--- config.mk ---
export PLATFORM = sky130hd
export DESIGN_NAME = tvs_lerp
export DESIGN_NICKNAME = d
export VERILOG_FILES = /design/src/rtl/tvs_pkg.sv /design/src/rtl/tvs_lerp.sv
export SDC_FILE = /design/constraint.sdc
export NUM_CORES = 1
export LEC_CHECK = 0
export BUFFER_PORTS_ARGS = -buffer_cell sky130_fd_sc_hd__buf_2
export CAP_MARGIN = 20
export CELL_PAD_IN_SITES_DETAIL_PLACEMENT = 1
export CELL_PAD_IN_SITES_GLOBAL_PLACEMENT = 1
export CORE_ASPECT_RATIO = 1.1
export CORE_UTILIZATION = 55
export CTS_BUF_LIST = sky130_fd_sc_hd__clkbuf_16
export DETAILED_ROUTE_END_ITERATION = 16
export PLACE_DENSITY = 0.95
export SYNTH_ARGS = -nofsm -noshare
export SYNTH_HDL_FRONTEND = slang
export SYNTH_SLANG_ARGS = --single-unit
--- constraint.sdc ---
create_clock -name clk -period 14.3 [get_ports clk]
set_input_delay 1.43 -clock clk [delete_from_list [all_inputs] [get_ports clk]]
set_output_delay 1.43 -clock clk [all_outputs]
set_load 0.1 [all_outputs]
--- src/rtl/tvs_pkg.sv ---
// ---------------------------------------------------------------------------
// tvs_pkg: shared types and constants for the trilinear voxel sampler.
// Holds the default parameters, the fixed field widths and the register map.
// ---------------------------------------------------------------------------
package tvs_pkg;

    localparam int DEF_MAX_SIZE   = 32;
    localparam int DEF_NUM_PLANES = 3;
    localparam int DEF_VALUE_BITS = 16;

    localparam int COORD_BITS = 18;
    localparam int FRAC_BITS  = 16;
    localparam int OUT_BITS   = 16;
    localparam int SIZE_BITS  = 6;
    localparam int IDX_BITS   = 5;

    // Register indexes of the configuration port.
    localparam logic [2:0] REG_SIZE_X  = 3'd0;
    localparam logic [2:0] REG_SIZE_Y  = 3'd1;
    localparam logic [2:0] REG_SIZE_Z  = 3'd2;
    localparam logic [2:0] REG_PRESENT = 3'd3;
    localparam logic [2:0] REG_BOUNDS  = 3'd4;

    // Configuration as seen by the datapath.
    typedef struct packed {
        logic [SIZE_BITS-1:0] size_x;
        logic [SIZE_BITS-1:0] size_y;
        logic [SIZE_BITS-1:0] size_z;
        logic                 field_present;
        logic                 check_bounds;
    } cfg_t;

endpackage

--- src/rtl/tvs_lerp.sv ---
// ---------------------------------------------------------------------------
// tvs_lerp: registered linear blend of two values by a 16-bit fraction.
// Rounds half up, as a*(1-f) + b*f.
// ---------------------------------------------------------------------------
module tvs_lerp
    import tvs_pkg::*;
#(
    parameter int VB = DEF_VALUE_BITS
)
(
    input  logic                 clk,
    input  logic                 en,
    input  logic [VB-1:0]        a,
    input  logic [VB-1:0]        b,
    input  logic [FRAC_BITS-1:0] f,
    output logic [VB-1:0]        y
);

    logic [VB+FRAC_BITS+1:0] s;

    // a + (b - a) * f is the same sum with one multiplier.
    always_comb
    begin
        s = ((VB+FRAC_BITS+2)'(a) << FRAC_BITS)
            + (VB+FRAC_BITS+2)'($signed({1'b0, b}) - $signed({1'b0, a}))
              * (VB+FRAC_BITS+2)'(f)
            + (VB+FRAC_BITS+2)'(32768);
    end

    always_ff @(posedge clk)
    begin
        if (en)
            y <= s[VB+FRAC_BITS-1:FRAC_BITS];
    end

endmodule

==> results by group, run 1 <==
Setup path
  – WP buf/inv: 6
  – Crit-path slowest cell: xor2_2
  – Element type at the critical path end: flop
  – Critical Setup Path Class: input pin to flop
  – Arr. time, crit path: 9.47 ns
  – Crit path top cell by count: fa_1
  – Top delay family on crit path: adder cells
  – Crit start category: input pin
  – Crit-path max FO: 16
  – Req. time, crit path: 14.30 ns
  – Worst path max stage delay: 0.66 ns

STA
  – Tcrit/Tclk final: approximately 66%
  – Fmax: 106 MHz
  – Max-slew headroom: between 20% and 30%
  – Setup TNS: 0 ns
  – Final-report hold violation count: 0
  – RSZ-0062 raised after global routing: no
  – Worst slew pin tran: about 1.2 ns
  – Final max-slew violation count: 0
  – Setup-failing EPs final: 0
  – Worst hold margin: 1.63 ns
  – Fin crit period: 9.48 ns

Clock network
  – CTS tree: built
  – CTS clk-pin slew, worst paths: 0.05 ns
  – Clock root buffer: clkbuf_16
  – CTS resizes: 0
  – Inserted Clock Buffers: 3
  – CTS H-tree lvls: 1
  – Post-CTS Hold Buffers: 0
  – Clock sink count: 16
  – CTS Buffer Depth: 2
  – Post-CTS setup buffers: 0

Outcome
  – Status: completed

Final layout
  – FILL cells: around 2,600
  – Layout Nets: 1,822
  – Register area: 480 um^2
  – Layout cells sized above 1: 7.36%
  – Max reg flops: 16
  – Footprint of the multi-input gates: 0.0101 mm^2
  – Largest registers: y: 16 flops
  – Largest Register: y
  – Area delta synth->final: 5.45%
  – Antenna fix cells: 0

Logic synthesis
  – Syn. warnings: 0
  – Post-Syn Area per Cell: 9.15 um^2
  – Synth area leader: fa_1
  – Asr flop ratio synth: 0%
  – Synth Net Count: 1,791
  – Share of Yosys cell area claimed by the top area cell type: 46.6%
  – Post-synth EDFFs: 16
  – Mapped Area: 0.0123 mm^2
  – Mapped Cells: approximately 1,300
  – Post-synth top flop: edfxtp_1
  – Post-synthesis sequential area ratio: under 10%
  – Most common library cells after synthesis: 402 x inv_1, 286 x fa_1, 152 x and2_1, 112 x ha_1, 103 x nand2_1
  – Largest cells by area after synthesis: fa_1 47%, inv_1 12%, ha_1 11%
  – Flops & latches, synth: 16
  – Library cells used by synthesis: 56
  – Top-count cell post-synth: inv_1

Floorplanning
  – Die ar.: 0.0229 mm^2
  – Initial Util: a little under three fifths
  – Total core area: 0.0216 mm^2
  – Num ports: between 60 and 70
  – Row Count: 56
  – Die height: between 150 and 200 um
  – Die W: 144 um

Detailed routing
  – DR iter-0 viols: 508
  – Drt pass-1 iters: 5
  – Final wirelength: between 40,000 and 50,000 um
  – Vias: just under 10,000
  – DRC: 0
  – Via/cell ratio: a little under 6
  – ANT nets after route: 0
  – WL/cell: ~25 um

Placed design
  – IO Port Bufs: 65
  – RD Place Congestion: between 0.8 and 0.9
  – DPL Wire Length: 34,900 um

Global routing
  – Total global-route track usage: between 30% and 40%
  – Largest net degree at the start of global routing: 19
  – Vias in the first global route: 11,846
  – Antenna violations before repair: 1
  – Grt ovf: 0
  – First-pass GRT wire length: 64,400 um

Hold path
  – HP Class: input pin to flop

Run
  – Max-Cap Viols: 0
metal layers:
metal | vias to the layer above | track usage [%] | routed length, um
li1 | 3943 | - | -
met1 | 4973 | 36.7 | 12700
met2 | 520 | 68.7 | 21800
met3 | 279 | 6.30 | 2140
met4 | 2 | 37.8 | 4950
met5 | - | 0 | 13
stage by stage:
step	std cells	utilization, %	setup slack (ns)	instance area [um^2]
floorplan	1343	-	5.98	12300
global placement	1659	59.7	5.23	12900
detailed placement	1659	59.7	4.69	12900
CTS	1663	60.0	4.91	13000
global route	1663	60.0	4.58	13000
finish	1663	60.0	4.82	13000
placed cells by master, fill, tap and decap left out, types with 2 or more instances in the layout:
cell type / netlist / routed
xnor2_2: 1 / 8
nand2_1: 103 / 103
a21oi_2: 3 / 3
o21ai_0: 14 / 14
and2_1: 152 / 152
o21ai_2: 3 / 3
nor3_1: 5 / 5
ha_1: 112 / 112
edfxtp_1: 16 / 16
nor2b_1: 22 / 22
buf_4: 1 / 7
o21ai_1: 2 / 2
or3_1: 2 / 2
a21o_1: 15 / 15
a211oi_1: 2 / 2
nand2b_1: 12 / 12
a211o_1: 2 / 2
buf_2: 2 / 65
a2bb2oi_1: 2 / 2
fa_1: 286 / 286
nand4_1: 5 / 5
a31o_2: 3 / 3
o21a_1: 7 / 7
and3_1: 3 / 3
xnor2_1: 38 / 31
and3b_1: 2 / 2
xor2_1: 12 / 12
a31oi_1: 2 / 2
nand3b_1: 3 / 3
nand4b_1: 3 / 3
inv_1: 402 / 402
nor2_1: 11 / 11
nand3_1: 11 / 11
clkbuf_16: 0 / 3
a21oi_1: 23 / 23
layout make-up:
type / count / share of cell area (%)
clock buffer: 3 / 0.580
clock inverter: 1 / 0.0290
inverter: 402 / 11.6
multi-input combinational: 879 / 78.3
sequential: 16 / 3.71
tap: 290 / 2.80
timing repair buffer: 72 / 2.92
path summary, 6_finish.rpt:
path / to / slack, ns / startpoint / cells after the start
max: y[12] / 4.82 / a[1] / 30
min: y[6] / 1.63 / en / 1
kinds of logic after synthesis:
logic type	synth area share [%]
AO/OA/AOI/OAI	5.24
XOR/XNOR	3.83
buffers and inverters	13.9
adder cells (fa/ha/maj)	58.0
flip-flops	3.91
AND/OR/NAND/NOR	15.0
multiplexers	0.0815
Power of run 1 is not shown: default switching activity piles up to over one toggle a cycle in this logic, so the estimate is an artifact.
==> run 2, diff against run 1 <==
--- a/config.mk
+++ b/config.mk
@@ -5,15 +5,16 @@
 export SDC_FILE = /design/constraint.sdc
 export NUM_CORES = 1
 export LEC_CHECK = 0
+export ABC_AREA = 1
 export BUFFER_PORTS_ARGS = -buffer_cell sky130_fd_sc_hd__buf_2
 export CAP_MARGIN = 20
 export CELL_PAD_IN_SITES_DETAIL_PLACEMENT = 1
 export CELL_PAD_IN_SITES_GLOBAL_PLACEMENT = 1
 export CORE_ASPECT_RATIO = 1.1
-export CORE_UTILIZATION = 55
+export CORE_UTILIZATION = 44
 export CTS_BUF_LIST = sky130_fd_sc_hd__clkbuf_16
 export DETAILED_ROUTE_END_ITERATION = 16
-export PLACE_DENSITY = 0.95
+export PLACE_DENSITY = 0.89
 export SYNTH_ARGS = -nofsm -noshare
 export SYNTH_HDL_FRONTEND = slang
 export SYNTH_SLANG_ARGS = --single-unit
==> constraint.sdc (replaced) <==
create_clock -name clk -period 8.6 [get_ports clk]
set_input_delay 0.86 -clock clk [delete_from_list [all_inputs] [get_ports clk]]
set_output_delay 0.86 -clock clk [all_outputs]
set_load 0.1 [all_outputs]
==> results by group, run 2 <==
Outcome
  – Status: completed

Logic synthesis
  – Share of Yosys cell area claimed by the top area cell type: 45.7% (-0.86 points)
  – Synth area leader: fa_1
  – Flops & latches, synth: 16 (unchanged)
  – Post-Syn Area per Cell: 7.97 um^2 (-13%)
  – Largest cells by area after synthesis: fa_1 46%, inv_1 14%, ha_1 11%
  – Synth Net Count: 2,019 (+13%)
  – Post-synthesis sequential area ratio: 3.84% (-0.072 points)
  – Library cells used by synthesis: 41 (-27%)
  – Post-synth top flop: edfxtp_1
  – Most common library cells after synthesis: 464 x inv_1, 286 x fa_1, 217 x nand2_1, 215 x nor2_1, 112 x ha_1
  – Asr flop ratio synth: 0% (unchanged)
  – Post-synth EDFFs: 16 (unchanged)
  – Mapped Cells: 1,571 (+17%)
  – Syn. warnings: 0 (unchanged)
  – Top-count cell post-synth: inv_1
  – Mapped Area: 0.0125 mm^2 (+1.9%)

Final layout
  – Most frequent cells in the layout: 464 x inv_1, 285 x fa_1, 216 x nand2_1
  – Antenna fix cells: 0 (unchanged)
  – Final instance area: 0.0134 mm^2 (+3.1%)
  – Largest Register: y
  – Layout Nets: 2,071 (+14%)
  – Layout cells sized above 1: 6.66% (-0.70 points)
  – Most common cell after layout, fill and taps aside: inv_1
  – Area delta synth->final: 6.67%
  – Final core utilization: 47.9% (-12 points)
  – Max reg flops: 16 (unchanged)
  – Largest registers: y: 16 flops

Floorplanning
  – Row Count: 64 (+14%)
  – Die height: 179 um (+13%)
  – Total core area: 0.0279 mm^2 (+29%)
  – Die ar.: 0.0291 mm^2 (+27%)
  – Num ports: 66 (unchanged)
  – Die W: 163 um (+13%)
  – Initial Util: 44.9% (-12 points)

Setup path
  – Arr. time, crit path: 8.21 ns (-1.26 ns)
  – Critical Setup Path Class: input pin to flop
  – Worst path max stage delay: 0.68 ns (+0.02 ns)
  – Top delay family on crit path: adder cells
  – Crit-path slowest cell: fa_2
  – Req. time, crit path: 8.60 ns (-5.70 ns)
  – WP buf/inv: 7 (+1)
  – Element type at the critical path end: flop
  – Crit-path max FO: 12 (-4)
  – Crit start category: input pin
  – Crit path top cell by count: inv_1

STA
  – Max-slew headroom: 49.7% (+29 points)
  – Setup-failing EPs final: 0 (unchanged)
  – Fin crit period: 8.21 ns
  – Worst hold margin: 1.06 ns (-0.575 ns)
  – Setup TNS: 0 ns (unchanged)
  – RSZ-0062 raised after global routing: no
  – Final max-slew violation count: 0 (unchanged)
  – Final-report hold violation count: 0 (unchanged)
  – Worst slew pin tran: 0.754 ns (-0.432 ns)
  – Tcrit/Tclk final: between 90% and 100%
  – Fmax: 122 MHz

Placed design
  – Dpl cell area: 0.0133 mm^2 (+3.0%)
  – DPL Wire Length: 35,000 um (+0.22%)
  – IO Port Bufs: 65 (unchanged)
  – RD Place Congestion: 0.945 (+5.9%)

Clock network
  – Inserted Clock Buffers: 3 (unchanged)
  – Clock sink count: 16 (unchanged)
  – CTS Buffer Depth: 2 (unchanged)
  – Clock root buffer: clkbuf_16
  – CTS tree: built
  – Post-CTS setup buffers: 0 (unchanged)
  – Post-CTS Hold Buffers: 0 (unchanged)
  – CTS resizes: 0 (unchanged)
  – CTS H-tree lvls: 1 (unchanged)
  – CTS clk-pin slew, worst paths: 0.05 ns (about the same)

Detailed routing
  – WL/cell: 19.8 um (-21%)
  – Drt pass-1 iters: 5 (unchanged)
  – Vias: 10,555 (+8.6%)
  – DR iter-0 viols: 634 (+25%)
  – Final wirelength: 39,400 um (-5.4%)
  – Via/cell ratio: 5.32 (-9.0%)
  – DRC: 0 (unchanged)
  – ANT nets after route: 0 (unchanged)

Global routing
  – Antenna violations before repair: 0 (-1)
  – Grt ovf: 0 (unchanged)
  – Vias in the first global route: 12,363 (+4.4%)
  – Total global-route track usage: 28.7% (-10 points)
  – Largest net degree at the start of global routing: 18 (-1)
  – First-pass GRT wire length: 62,700 um (-2.5%)

Hold path
  – Hold Path End: y[3]
  – Hold wc startpoint: en
  – HP Class: input pin to flop
  – Hold Crit Depth: 1 (unchanged)

Run
  – Max-Cap Viols: 0 (unchanged)
-- run 2: kinds of logic after synthesis --
family / synth area share (%)
adder cells (fa/ha/maj): 56.9
XOR/XNOR: 1.87
flip-flops: 3.84
AO/OA/AOI/OAI: 4.93
AND/OR/NAND/NOR: 17.1
buffers and inverters: 15.3
-- run 2: metrics by stage --
stage               cells  setup slack [ns]
floorplan            1571              1.33
global placement     1981             0.315
detailed placement   1981            -0.104
CTS                  1985             0.122
global route         1985            0.0564
finish               1985             0.394
-- run 2: cell type report --
type / instances / area, um^2
fill: 3492 / 14500
timing repair buffer: 79 / 430
inverter: 471 / 1770
multi-input combinational: 1052 / 10100
sequential: 16 / 480
clock buffer: 3 / 75.1
tap: 363 / 454
clock inverter: 1 / 3.75
-- run 2: worst max path at each step --
stage | from | end | slack [ns] | cells past startpoint
after floorplan | b[0] | y[15] | 1.33 | 33
after global placement | a[0] | y[15] | 0.32 | 32
after detailed placement | a[0] | y[15] | -0.10 | 32
after CTS | a[0] | y[15] | 0.12 | 32
after global routing | a[0] | y[15] | 0.06 | 32
final | a[0] | y[15] | 0.39 | 32
-- run 2: layer usage --
layer  vias to the layer above  global-route usage (%)  share of wire, %
met5                         -                       0                 0
met3                       161                    1.87               4.2
met2                       373                    53.5                53
met4                         0                    20.2               7.9
li1                       4669                       -                 -
met1                      5352                    30.8                35
Power of run 2 is left out for the same reason.
==> run 3, diff against run 2 <==
--- a/config.mk
+++ b/config.mk
@@ -5,16 +5,16 @@
 export SDC_FILE = /design/constraint.sdc
 export NUM_CORES = 1
 export LEC_CHECK = 0
-export ABC_AREA = 1
+export ABC_AREA = 0
 export BUFFER_PORTS_ARGS = -buffer_cell sky130_fd_sc_hd__buf_2
 export CAP_MARGIN = 20
 export CELL_PAD_IN_SITES_DETAIL_PLACEMENT = 1
 export CELL_PAD_IN_SITES_GLOBAL_PLACEMENT = 1
 export CORE_ASPECT_RATIO = 1.1
-export CORE_UTILIZATION = 44
+export CORE_UTILIZATION = 46
 export CTS_BUF_LIST = sky130_fd_sc_hd__clkbuf_16
 export DETAILED_ROUTE_END_ITERATION = 16
-export PLACE_DENSITY = 0.89
+export PLACE_DENSITY = 0.9
 export SYNTH_ARGS = -nofsm -noshare
 export SYNTH_HDL_FRONTEND = slang
 export SYNTH_SLANG_ARGS = --single-unit
==> results by group, run 3 (synthesized netlist as in run 1, its figures left out) <==
Outcome
  – Status: completed

STA
  – Fin crit period: 8.27 ns (+0.0641 ns)
  – Final max-slew violation count: 0 (unchanged)
  – Setup-failing EPs final: 0 (unchanged)
  – Worst slew pin tran: 1.02 ns (+0.267 ns)
  – Worst hold margin: 1.06 ns (+0.00388 ns)
  – Final-report hold violation count: 0 (unchanged)
  – Tcrit/Tclk final: 96.2% (+0.75 points)
  – Max-slew headroom: 31.6% (-18 points)
  – Fmax: 121 MHz (-0.77%)
  – RSZ-0062 raised after global routing: no

Setup path
  – Element type at the critical path end: flop
  – Top delay family on crit path: adder cells
  – Crit path top cell by count: fa_1
  – Critical Setup Path Class: input pin to flop
  – Crit-path max FO: 16 (+4)
  – WP buf/inv: 6 (-1)
  – Crit-path slowest cell: fa_1
  – Arr. time, crit path: 8.26 ns (+0.05 ns)
  – Req. time, crit path: 8.59 ns (about the same)
  – Crit start category: input pin
  – Worst path max stage delay: 0.61 ns (-0.07 ns)

Placed design
  – DPL Wire Length: 32,500 um (-7.2%)
  – Dpl cell area: 0.0130 mm^2 (-1.8%)
  – RD Place Congestion: 0.880 (-6.9%)
  – IO Port Bufs: 65 (unchanged)

Detailed routing
  – Via/cell ratio: 5.35 (+0.68%)
  – DRC: 0 (unchanged)
  – WL/cell: 21.8 um (+10%)
  – DR iter-0 viols: 482 (-24%)
  – ANT nets after route: 0 (unchanged)
  – Drt pass-1 iters: 6 (+1)
  – Final wirelength: 38,000 um (-3.6%)
  – Vias: 9,315 (-12%)

Run
  – Max-Cap Viols: 0 (unchanged)

Clock network
  – Clock sink count: 16 (unchanged)
  – Post-CTS Hold Buffers: 0 (unchanged)
  – CTS H-tree lvls: 1 (unchanged)
  – CTS tree: built
  – Inserted Clock Buffers: 3 (unchanged)
  – Clock root buffer: clkbuf_16
  – CTS Buffer Depth: 2 (unchanged)
  – CTS clk-pin slew, worst paths: 0.05 ns (about the same)

Final layout
  – Footprint of the multi-input gates: 0.0101 mm^2 (about the same)
  – Final instance area: 0.0131 mm^2 (-1.6%)
  – Largest registers: y: 16 flops
  – Register area: 480 um^2 (unchanged)
  – Area delta synth->final: 6.96%
  – Layout Nets: 1,836 (-11%)
  – Most common cell after layout, fill and taps aside: inv_1
  – Layout cells sized above 1: 8.29% (+1.6 points)
  – Max reg flops: 16 (unchanged)
  – Most frequent cells in the layout: 401 x inv_1, 284 x fa_1, 151 x and2_1
  – FILL cells: 3,092 (-11%)
  – Largest Register: y

Floorplanning
  – Die W: 158 um (-3.1%)
  – Die height: 173 um (-3.1%)
  – Initial Util: 47.0% (+2.1 points)
  – Num ports: 66 (unchanged)
  – Row Count: 62 (-3.1%)
  – Total core area: 0.0261 mm^2 (-6.2%)
  – Die ar.: 0.0274 mm^2 (-6.0%)

Global routing
  – Total global-route track usage: 29.8% (+1.1 points)
  – Vias in the first global route: 11,471 (-7.2%)
  – Antenna violations before repair: 1 (+1)
  – First-pass GRT wire length: 60,800 um (-3.2%)
  – Largest net degree at the start of global routing: 19 (+1)
  – Grt ovf: 0 (unchanged)

Hold path
  – HP Class: input pin to flop
==> run 3: cell count changes in the layout (fill, tap and decap cells not counted), moves of 53 or more <==
cell,change
nand3_1,-53
and2_1,+151
inv_1,-63
nor2_1,-203
nand2_1,-113
==> run 3: layout make-up <==
type                            count  area share [%]
Multi-Input combinational cell    879            77.2
Inverter                          402            11.5
Timing Repair Buffer               86            3.70
Sequential cell                    16            3.66
Tap cell                          352            3.35
Clock buffer                        3           0.571
Clock inverter                      1          0.0286
Antenna cell                        1          0.0190
==> run 3: final timing paths <==
check	start	to	slack (ns)	depth (start not counted)
max	a[0]	y[12]	0.33	31
min	en	y[3]	1.06	1
==> run 3: stage by stage <==
| step | setup TNS (ns) | utilization (%) | setup WS [ns] | std cells |
|---|---|---|---|---|
| finish | 0 | 50.3 | 0.330 | 1740 |
| global route | 0 | 50.3 | 0.00838 | 1740 |
| CTS | 0 | 50.1 | 0.168 | 1738 |
| detailed placement | -0.0949 | 49.8 | -0.0949 | 1734 |
| global placement | 0 | 49.8 | 0.270 | 1734 |
| floorplan | 0 | - | 0.850 | 1343 |
==> run 3: timing repair <==
action                     CTS  global route
setup buffers                0             1
resized for setup            0             9
setup endpoints to repair    0             4
==> run 3: routing by layer <==
layer,global-route usage [%],vias up,routed length [um]
met5,0,-,0
met4,21.7,0,3310
met3,3.30,183,1420
met2,55.7,358,20900
met1,29.8,4803,12400
li1,-,3971,-
Power of run 3 is left out for the same reason.
