$ cat src/rtl/tvs_pkg.sv
// ---------------------------------------------------------------------------
// tvs_pkg: shared types and constants for the trilinear voxel sampler.
// Holds the default parameters, the fixed field widths and the register map.
// ---------------------------------------------------------------------------
package tvs_pkg;

    localparam int DEF_MAX_SIZE   = 32;
    localparam int DEF_NUM_PLANES = 3;
    localparam int DEF_VALUE_BITS = 16;

    localparam int COORD_BITS = 18;
    localparam int FRAC_BITS  = 16;
    localparam int OUT_BITS   = 16;
    localparam int SIZE_BITS  = 6;
    localparam int IDX_BITS   = 5;

    // Register indexes of the configuration port.
    localparam logic [2:0] REG_SIZE_X  = 3'd0;
    localparam logic [2:0] REG_SIZE_Y  = 3'd1;
    localparam logic [2:0] REG_SIZE_Z  = 3'd2;
    localparam logic [2:0] REG_PRESENT = 3'd3;
    localparam logic [2:0] REG_BOUNDS  = 3'd4;

    // Configuration as seen by the datapath.
    typedef struct packed {
        logic [SIZE_BITS-1:0] size_x;
        logic [SIZE_BITS-1:0] size_y;
        logic [SIZE_BITS-1:0] size_z;
        logic                 field_present;
        logic                 check_bounds;
    } cfg_t;

endpackage

$ cat src/rtl/tvs_axis.sv
// ---------------------------------------------------------------------------
// tvs_axis: one coordinate axis, split into cells and fraction.
// Stage one multiplies and offsets, stage two clamps and splits.
// ---------------------------------------------------------------------------
module tvs_axis
    import tvs_pkg::*;
#(
    parameter int MAX_SIZE = DEF_MAX_SIZE,
    localparam int CB = $clog2(MAX_SIZE)
)
(
    input  logic                         clk,
    input  logic                         en,
    input  logic signed [COORD_BITS-1:0] coord,
    input  logic [SIZE_BITS-1:0]         size_raw,
    output logic [CB-1:0]                lo,
    output logic [CB-1:0]                hi,
    output logic [FRAC_BITS-1:0]         frac
);

    localparam int TB = COORD_BITS + SIZE_BITS + 2;

    logic [SIZE_BITS-1:0]  eff;
    logic signed [TB-1:0]  t_reg;
    logic [SIZE_BITS-1:0]  sz_reg;
    logic signed [TB-1:0]  top;
    logic [TB-1:0]         c;
    logic [SIZE_BITS+10:0] cell_idx;
    logic [CB:0]           lo_w;
    logic [CB:0]           hi_w;

    // Effective size: zero acts as one, above the maximum acts as the maximum.
    always_comb
    begin
        if (size_raw == '0)
            eff = SIZE_BITS'(1);
        else if (32'(size_raw) > MAX_SIZE)
            eff = SIZE_BITS'(MAX_SIZE);
        else
            eff = size_raw;
    end

    // Scale by the grid size and shift down by half a cell.
    always_ff @(posedge clk)
    begin
        if (en)
        begin
            t_reg  <= TB'(coord) * TB'($signed({1'b0, eff})) - TB'(32768);
            sz_reg <= eff;
        end
    end

    // Clamp to the grid and split.
    always_comb
    begin
        top = TB'($signed({1'b0, sz_reg - SIZE_BITS'(1)})) <<< FRAC_BITS;
        if (t_reg < 0)
            c = '0;
        else if (t_reg > top)
            c = top;
        else
            c = t_reg;
        cell_idx = (SIZE_BITS+11)'(c >> FRAC_BITS);
        lo_w = (CB+1)'(cell_idx);
        hi_w = ((32'(lo_w) + 1) < 32'(sz_reg)) ? lo_w + (CB+1)'(1) : lo_w;
    end

    always_ff @(posedge clk)
    begin
        if (en)
        begin
            lo   <= lo_w[CB-1:0];
            hi   <= hi_w[CB-1:0];
            frac <= c[FRAC_BITS-1:0];
        end
    end

endmodule

$ cat config.mk
export PLATFORM = sky130hd
export DESIGN_NAME = tvs_axis
export DESIGN_NICKNAME = d
export VERILOG_FILES = /design/src/rtl/tvs_pkg.sv /design/src/rtl/tvs_axis.sv
export SDC_FILE = /design/constraint.sdc
export NUM_CORES = 1
export LEC_CHECK = 0
export BUFFER_PORTS_ARGS = -buffer_cell sky130_fd_sc_hd__clkbuf_2
export CAP_MARGIN = 20
export CORE_ASPECT_RATIO = 1.4
export CORE_UTILIZATION = 55
export DETAILED_ROUTE_END_ITERATION = 6
export GPL_TIMING_DRIVEN = 0
export PLACE_DENSITY = 0.71
export SETUP_SLACK_MARGIN = 0.02
export SLEW_MARGIN = 20
export SYNTH_ARGS = -nofsm -noshare
export SYNTH_HDL_FRONTEND = slang
export SYNTH_SLANG_ARGS = --single-unit
$ cat constraint.sdc
create_clock -name clk -period 6.1 [get_ports clk]
set_input_delay 0.305 -clock clk [delete_from_list [all_inputs] [get_ports clk]]
set_output_delay 0.305 -clock clk [all_outputs]
set_load 0.005 [all_outputs]
==> run_results.csv, run 1 <==
group,metric,value,unit
grt,grt_use_total,24.0,%
detailed_routing,via_per_inst,5.36,
worst_setup_path,crit_family,"adder cells",
cells_and_area,final-instance-count-excl-fill,894,
worst_setup_path,crit_type,"input pin to flip-flop",
worst_setup_path,slowest_delay,540,ps
power_and_ir_drop,pwr-share-seq,28.5,%
synth,synthTopCellsByCount,"inv_1 (129), and2_1 (94), fa_1 (82)",
clocking,cts_resized,3,
worst_setup_path,crit_buf_inv,4,
clocking,postCtsSetupRepairBufs,0,
placement,postPlaceCellArea,7300,sq um
cells_and_area,largest_reg_flops,26,
power_and_ir_drop,intPower,1420,uW
synth,yosysTopAreaCell,"edfxtp_1",
detailed_routing,drt_iter0_markers,143,
floorplan,num_io_pins,52,
synth,synth_top_area_share,25.4,%
job,drv_cap,0,
placement,port_buffers,51,
worst_setup_path,crit_fanout,10,
timing,layout_min_cycle_time,5780,ps
detailed_routing,drc,0,
floorplan,start_util,57.2,%
status,status,"finished, final reports clean",
clocking,cts_root_buffer,"clkbuf_16",
clocking,clkSinkCount,58,
synth,synthArstFlopShare,0,%
timing,worst_pin_slew,747,ps
detailed_routing,ant_nets,0,
grt,grt_pass1_vias,5381,
timing,timing.final.ws_setup,316,ps
power_and_ir_drop,p_switching,831,uW
cells_and_area,syn2layout_area_growth,11.6,%
worst_setup_path,crit_path_start_kind,"input pin",
timing,maxSlewViolCount,0,
detailed_routing,dr_total_vias,4789,
placement,hpwl,11200,um
worst_setup_path,cp_common_cell,"fa_1",
grt,grt_start_max_net_pins,59,
timing,finalSetupViolCount,0,
worst_setup_path,cp_cell_sequence,"clkbuf_2 -> nor2b_2 -> clkbuf_2 -> and2_1 -> fa_1 -> ha_1 -> fa_1 -> inv_1 -> fa_1 -> inv_1 -> ha_1 -> a2111oi_2 -> o211ai_1 -> a211oi_1 -> nor2_1 -> nor4_1 -> nor3_1 -> a2111oi_0 -> xnor2_1",
detailed_routing,wl_per_cell,15.4,um
cells_and_area,drive_above_1_share,11.8,%
cells_and_area,fin_nets,920,
synth,ys_seq_area_share,25.4,%
synth,synth-edff-count,58,
clocking,hold_buffers,0,
timing,fin_skew,6.47,ps
power_and_ir_drop,p_leak,0.00377,uW
grt,grt_antenna_before_repair,0,
power_and_ir_drop,combPwrFrac,48.7,%
clocking,clk_pin_slew_worst_paths,50,ps
cells_and_area,antenna_cells,0,
clocking,cts_buffer_depth,2,
synth,netlist_area,6860,sq um
timing,fmax,173,MHz
floorplan,rows,47,
power_and_ir_drop,switching_share,37.0,%
min_path,holdCritPathClass,"input pin to flip-flop",
grt,grt_pass1_wl,23700,um
power_and_ir_drop,p_clk_share,22.7,%
timing,rsz0062_at_grt,"no",
worst_setup_path,cp_slowest_cell,"fa_1",
floorplan,dieArea,12900,sq um
placement,gp_congestion,0.850,
placement,placed_cells,878,
floorplan,die_x,96.4,um
clocking,clock_latency,320,ps
clocking,htree_levels,3,
grt,grt_overflow,0,
power_and_ir_drop,power_density,294,nW/um^2
clocking,cts_tree,"yes",
synth,synth-seq-cells,58,
timing,fin_crit_sh,94.8,%
clocking,cts_buffers,9,
synth,synth.most_common_cell,"inv_1",
detailed_routing,drt_pass1_iterations,4,
timing,final-hold-violation-count,0,
worst_setup_path,cp-end-kind,"flip-flop",
synth,syn_inst,680,
synth,synth_fp_nets,858,
synth,ys.warnings.count,0,
synth,synth_flop_cell,"edfxtp_1",
worst_setup_path,cp.required,6160,ps
floorplan,die_h,134,um
worst_setup_path,worstPathArrival,5840,ps
synth,ys_top_cells_by_area,"edfxtp_1 (25%), fa_1 (24%), ha_1 (13%), and2_1 (8.6%), inv_1 (7.1%)",
cells_and_area,fillers,1012,
placement,pre_cts_slack,-484,ps
synth,synth.distinct_cells,45,
timing,slew_headroom,50.2,%
synth,synth.avg_cell_area,10.1,sq um
detailed_routing,drt_wl_total,13800,um
floorplan,core-area,12000,sq um
power_and_ir_drop,ir_worst_vdd,0.191,mV
timing,setup_tns,0,ps
cells_and_area,fin_area,7650,sq um
==> worst reg2reg max path: cells and delay by family (launching register included) <==
kind,cells,cell delay [ps]
XOR/XNOR,2,360
AO/OA/AOI/OAI,7,1960
multiplexers,1,340
buffers and inverters,1,70
flip-flops,1,420
adder cells (fa/ha/maj),3,860
AND/OR/NAND/NOR,7,1500
==> stage by stage <==
stage	power (uW)	hold slack [ps]	util [%]
detailed placement	1730	560	60.9
CTS	2250	348	63.5
finish	2250	352	63.8
global route	2430	372	63.8
global placement	1680	547	60.8
floorplan	1470	417	-
==> routing by layer <==
metal	vias to the layer above	global-route usage [%]	wire, um
li1	2319	-	-
met3	28	3.12	415
met2	108	45.9	7460
met4	0	9.80	481
met1	2334	25.6	5430
met5	-	0	0
==> path summary, 6_finish.rpt <==
path / startpoint / end / slack (ps) / cells past startpoint
worst min register to register: t_reg[7] / frac[7] / 570 / 1
worst max register to register: sz_reg[2] / hi[1] / 320 / 21
worst max-delay path: size_raw[5] / t_reg[24] / 320 / 19
worst min-delay path: coord[0] / t_reg[0] / 350 / 2
==> power groups by stage <==
| stage | logic, uW | clock network, uW | registers [uW] |
|---|---|---|---|
| after floorplan | 831 | 0 | 634 |
| after global placement | 1040 | 0 | 642 |
| after detailed placement | 1080 | 0 | 646 |
| after CTS | 1100 | 517 | 641 |
| after global routing | 1250 | 534 | 651 |
| final | 1100 | 511 | 641 |
==> layout by cell type, fill, tap and decap left out, types with 23 or more instances in the layout <==
cell	n
and2_1	94
ha_1	70
inv_1	129
xnor2_1	24
edfxtp_1	58
clkbuf_2	57
fa_1	82
a21oi_1	26
nor2b_1	23
nand2_1	23
nor2_1	30
==> kinds of logic (layout without fill, tap and decap cells) <==
| family | count (synthesis) | in the layout | synth area share [%] |
|---|---|---|---|
| simple gates | 218 | 218 | 18.3 |
| fa+ha+maj | 152 | 152 | 36.7 |
| buf+inv | 142 | 209 | 7.77 |
| compound gates | 76 | 76 | 7.42 |
| flops | 58 | 58 | 25.4 |
| xor+xnor | 33 | 33 | 4.21 |
| mux | 1 | 1 | 0.164 |
==> final cells by class <==
type	count	area [sq um]	area share (%)
Multi-Input combinational cell	480	4620	60.4
Sequential cell	58	1740	22.8
Inverter	129	484	6.33
Timing Repair Buffer	51	258	3.37
Clock buffer	9	225	2.94
Tap cell	147	184	2.40
Clock inverter	7	83.8	1.10
Buffer	13	57.6	0.752
Power figures use the tool's default switching activity.
==> run 2, diff against run 1 <==
--- a/config.mk
+++ b/config.mk
@@ -5,7 +5,7 @@
 export SDC_FILE = /design/constraint.sdc
 export NUM_CORES = 1
 export LEC_CHECK = 0
-export BUFFER_PORTS_ARGS = -buffer_cell sky130_fd_sc_hd__clkbuf_2
+export BUFFER_PORTS_ARGS = -buffer_cell sky130_fd_sc_hd__buf_2
 export CAP_MARGIN = 20
 export CORE_ASPECT_RATIO = 1.4
 export CORE_UTILIZATION = 55
==> constraint.sdc (replaced) <==
create_clock -name clk -period 6.1 [get_ports clk]
set_input_delay 0.305 -clock clk [delete_from_list [all_inputs] [get_ports clk]]
set_output_delay 0.305 -clock clk [all_outputs]
set_load 0.02 [all_outputs]
==> run 2 against run 1 <==
Effect of this change: fmax is 0.49% higher; count of clock-buffer cells in the layout is 2 higher; worst setup slack better by 28 ps; register-to-register slack better by 30 ps; total power is 0.53% lower; critical path depth is 3 higher; clock power is 6.5% lower; final area is 0.25% lower; critical path type is now flip-flop to flip-flop; highest routed layer unchanged.
==> run_results.csv, run 2 (synthesis gave the netlist of run 1 again) <==
group,metric,value,unit
detailed_routing,ant_nets,0,
cells_and_area,largest_reg_flops,26,
worst_setup_path,worstPathArrival,5820,ps
placement,postPlaceCellArea,7300,sq um
timing,fin_skew,6.07,ps
cells_and_area,syn2layout_area_growth,11.3,%
floorplan,die_h,134,um
cells_and_area,fin_area,7640,sq um
power_and_ir_drop,ir_worst_vdd,0.162,mV
placement,pre_cts_slack,-562,ps
floorplan,dieArea,12900,sq um
cells_and_area,final-instance-count-excl-fill,894,
clocking,cts_buffer_depth,2,
worst_setup_path,crit_fanout,7,
timing,maxSlewViolCount,0,
clocking,clock_latency,330,ps
detailed_routing,drt_iter0_markers,148,
detailed_routing,drt_wl_total,13500,um
clocking,htree_levels,3,
floorplan,start_util,57.2,%
timing,final-hold-violation-count,0,
grt,grt_start_max_net_pins,59,
grt,grt_pass1_wl,22900,um
worst_setup_path,cp-end-kind,"flip-flop",
min_path,holdCritPathClass,"input pin to flip-flop",
placement,port_buffers,51,
timing,setup_tns,0,ps
timing,timing.final.ws_setup,344,ps
timing,slew_headroom,52.7,%
timing,holdWs,326,ps
detailed_routing,drc,0,
clocking,cts_tree,"yes",
grt,grt_use_total,23.3,%
worst_setup_path,crit_type,"flip-flop to flip-flop",
timing,fmax,174,MHz
worst_setup_path,cp.required,6170,ps
job,drv_cap,0,
placement,hpwl,11000,um
worst_setup_path,crit_path_start_kind,"flip-flop",
clocking,cts_root_buffer,"clkbuf_16",
floorplan,die_x,96.4,um
detailed_routing,wl_per_cell,15.1,um
clocking,clkSinkCount,58,
detailed_routing,dr_total_vias,4785,
clocking,clk_pin_slew_worst_paths,50,ps
worst_setup_path,rr_worst_depth,22,
grt,grt_overflow,0,
timing,worst_pin_slew,709,ps
timing,rsz0062_at_grt,"no",
timing,finalSetupViolCount,0,
floorplan,num_io_pins,52,
min_path,holdPathStages,2,
cells_and_area,drive_above_1_share,11.9,%
power_and_ir_drop,p_leak,0.00376,uW
floorplan,rows,47,
cells_and_area,final_common_cell,"inv_1",
timing,layout_min_cycle_time,5760,ps
grt,grt_pass1_vias,5211,
cells_and_area,mostFrequentLayoutCells,"inv_1 (129), and2_1 (94), fa_1 (82), ha_1 (70), edfxtp_1 (58)",
timing,fin_crit_sh,94.4,%
clocking,cts_buffers,9,
placement,gp_congestion,0.847,
floorplan,core-area,12000,sq um
cells_and_area,fin_nets,920,
cells_and_area,antenna_cells,0,
grt,grt_antenna_before_repair,0,
detailed_routing,drt_pass1_iterations,4,
power_and_ir_drop,power_density,293,nW/um^2
clocking,postCtsSetupRepairBufs,0,
status,status,"finished, final reports clean",
placement,placed_cells,878,
detailed_routing,via_per_inst,5.35,
==> run 2: path summary, 6_finish.rpt <==
check             endpoint       from  slack [ps]
setup / recovery     hi[1]  sz_reg[2]         340
setup reg to reg     hi[1]  sz_reg[2]         340
hold reg to reg    frac[8]   t_reg[8]         560
hold / removal    t_reg[0]   coord[0]         330
==> run 2: layout make-up <==
cell class                 count  area [sq um]
timing repair buffer          51           258
fill                         994          4360
sequential                    58          1740
multi-input combinational    480          4620
buffer                        13          57.6
clock buffer                  11           233
inverter                     129           484
tap                          147           184
clock inverter                 5          55.1
==> run 2: power by group <==
group	switching, uW	leakage (uW)	internal [uW]
sequential	44.5	0.000585	593
combinational	650	0.00304	471
clock	164	0.000136	314
==> run 2: worst max-delay path, stage by stage (launching register included) <==
cell and delay (ps):
edfxtp_1 420, or3_1 430, nor3_1 190, xnor2_1 170
ha_1 350, nand4_1 200, a21oi_1 340, nor3_4 90
nor2_2 320, o21ai_1 180, nor2b_1 200, ha_1 240
inv_1 110, nor2_1 50, o21ai_1 280, xnor2_1 160
ha_1 330, a211o_1 300, nor4_1 160, o21ai_0 150
a31oi_2 300, o31ai_4 160, mux2_1 350
==> run 2: through the flow <==
step,total power (uW),utilization (%)
2_1_floorplan,1500,-
3_3_place_gp,1710,60.8
3_5_place_dp,1750,60.8
4_1_cts,2250,63.3
5_1_grt,2430,63.7
6_report,2240,63.7
==> run 2: what timing repair did <==
action,4_1_cts,5_1_grt
pin swaps,0,0
hold buffers,0,0
resized for setup,6,16
setup endpoints to repair,1,6
==> run 2: per-layer routing <==
layer	global-route usage (%)	part of all wire (%)
met1	25.3	40
met2	43.9	54
met3	3.51	2.8
met4	9.56	3.2
met5	0	0
==> run 3, diff against run 2 <==
--- a/config.mk
+++ b/config.mk
@@ -11,7 +11,7 @@
 export CORE_UTILIZATION = 55
 export DETAILED_ROUTE_END_ITERATION = 6
 export GPL_TIMING_DRIVEN = 0
-export PLACE_DENSITY = 0.71
+export PLACE_DENSITY = 0.74
 export SETUP_SLACK_MARGIN = 0.02
 export SLEW_MARGIN = 20
 export SYNTH_ARGS = -nofsm -noshare
==> run 3 against run 2 <==
Effect of this change: clock power up 19%; global-route usage up 0.34 points; worst setup slack got worse by 79 ps; final cell count grew 0.11%; worst hold slack better by 27 ps.
==> run_results.csv, run 3 (synthesis gave the netlist of run 1 again) <==
group,metric,value,unit
cells_and_area,fillers,1050,
worst_setup_path,crit_fanout,10,
cells_and_area,largest_reg_flops,26,
worst_setup_path,reg2reg_to,"hi[1]",
power_and_ir_drop,p_leak,0.00378,uW
clocking,htree_levels,3,
grt,grt_use_total,23.7,%
worst_setup_path,worstPathArrival,5900,ps
detailed_routing,drc,0,
placement,hpwl,11000,um
detailed_routing,drt_iter0_markers,181,
worst_setup_path,crit-reg2reg-launch,"sz_reg[2]",
floorplan,die_x,96.4,um
grt,grt_start_max_net_pins,59,
worst_setup_path,crit_path_start_kind,"input pin",
timing,slew_headroom,54.5,%
clocking,cts_tree,"yes",
worst_setup_path,ff2ff_setup_slack,400,ps
clocking,cts_buffer_depth,2,
cells_and_area,antenna_cells,0,
detailed_routing,dr_total_vias,4768,
worst_setup_path,rr_worst_depth,21,
min_path,hold_end,"t_reg[0]",
power_and_ir_drop,power.total,2330,uW
min_path,hold_start,"coord[0]",
power_and_ir_drop,ir_worst_vdd,0.157,mV
status,status,"finished, final reports clean",
floorplan,dieArea,12900,sq um
timing,fin_skew,8.37,ps
placement,pre_cts_slack,-459,ps
grt,grt_pass1_wl,23500,um
timing,finalSetupViolCount,0,
timing,maxSlewViolCount,0,
placement,placed_cells,878,
min_path,holdCritPathClass,"input pin to flip-flop",
clocking,cts_buffers,9,
placement,port_buffers,51,
detailed_routing,ant_nets,0,
clocking,cts_root_buffer,"clkbuf_16",
grt,grt_antenna_before_repair,0,
timing,worst_pin_slew,682,ps
clocking,clock_latency,330,ps
job,drv_cap,0,
cells_and_area,final-instance-count-excl-fill,895,
cells_and_area,mostFrequentLayoutCells,"inv_1 (129), and2_1 (94), fa_1 (82), ha_1 (70), edfxtp_1 (58)",
floorplan,start_util,57.2,%
min_path,holdPathStages,2,
timing,rsz0062_at_grt,"yes",
cells_and_area,drive_above_1_share,12.4,%
timing,layout_min_cycle_time,5840,ps
detailed_routing,via_per_inst,5.33,
grt,grt_pass1_vias,5292,
worst_setup_path,cp-end-kind,"flip-flop",
cells_and_area,final_common_cell,"inv_1",
timing,final-hold-violation-count,0,
detailed_routing,drt_pass1_iterations,7,
timing,timing.final.ws_setup,265,ps
detailed_routing,wl_per_cell,15.2,um
detailed_routing,drt_wl_total,13600,um
floorplan,core-area,12000,sq um
timing,fmax,171,MHz
power_and_ir_drop,power_density,303,nW/um^2
floorplan,num_io_pins,52,
worst_setup_path,cp.required,6160,ps
placement,gp_congestion,0.854,
clocking,clkSinkCount,58,
floorplan,rows,47,
clocking,clk_pin_slew_worst_paths,50,ps
floorplan,die_h,134,um
cells_and_area,syn2layout_area_growth,12.3,%
cells_and_area,fin_nets,921,
timing,fin_crit_sh,95.7,%
worst_setup_path,crit_type,"input pin to flip-flop",
grt,grt_overflow,0,
[run 3: layout make-up]
class	instances	area, sq um	share of cell area (%)
inverter	129	484	6.28
timing repair buffer	52	265	3.44
sequential	58	1740	22.6
multi-input combinational	480	4630	60.1
clock buffer	9	225	2.92
buffer	13	56.3	0.731
tap	147	184	2.39
clock inverter	7	118	1.53
[run 3: worst max-delay path by stage]
stage | to | cells after the start | from
final | t_reg[24] | 19 | size_raw[5]
after global routing | hi[1] | 22 | sz_reg[2]
after CTS | t_reg[24] | 19 | size_raw[5]
after global placement | t_reg[24] | 19 | size_raw[5]
after detailed placement | t_reg[24] | 19 | size_raw[5]
after floorplan | t_reg[24] | 18 | size_raw[2]
[run 3: per-layer routing]
metal	wire length, um	GRT usage [%]	part of all wire (%)
met4	310	8.33	2.3
met3	326	2.55	2.4
met2	7520	45.0	55
met5	0	0	0
met1	5420	26.5	40
[run 3: where the power goes]
group	internal (uW)	switching, uW
combinational	473	651
sequential	594	46.4
clock	397	172
[run 3: worst max-delay path: stages]
cell	delay (ps)
buf_2	150
nor2b_2	460
clkbuf_2	360
and2_1	200
fa_1	400
ha_1	310
fa_1	550
inv_1	60
fa_1	520
inv_1	40
ha_1	390
a2111oi_0	510
o211ai_1	150
a211oi_1	320
nor2_1	140
nor4_1	310
nor3_1	130
a2111oi_0	470
xnor2_1	110
[run 3: repair_timing]
item                       CTS  global route
hold buffers                 0             0
resized for setup            2            22
buffers inserted             0             1
setup endpoints to repair    1             7
pin swaps                    0             1
[run 3: per-stage QoR]
step	TNS (ps)	hold slack, ps	instance area (sq um)	utilization [%]
after floorplan	0	417	6860	-
after detailed placement	-644	559	7300	60.8
after CTS	0	352	7650	63.7
after global placement	-427	548	7300	60.8
after global routing	-2.62	367	7710	64.2
final	0	353	7710	64.2
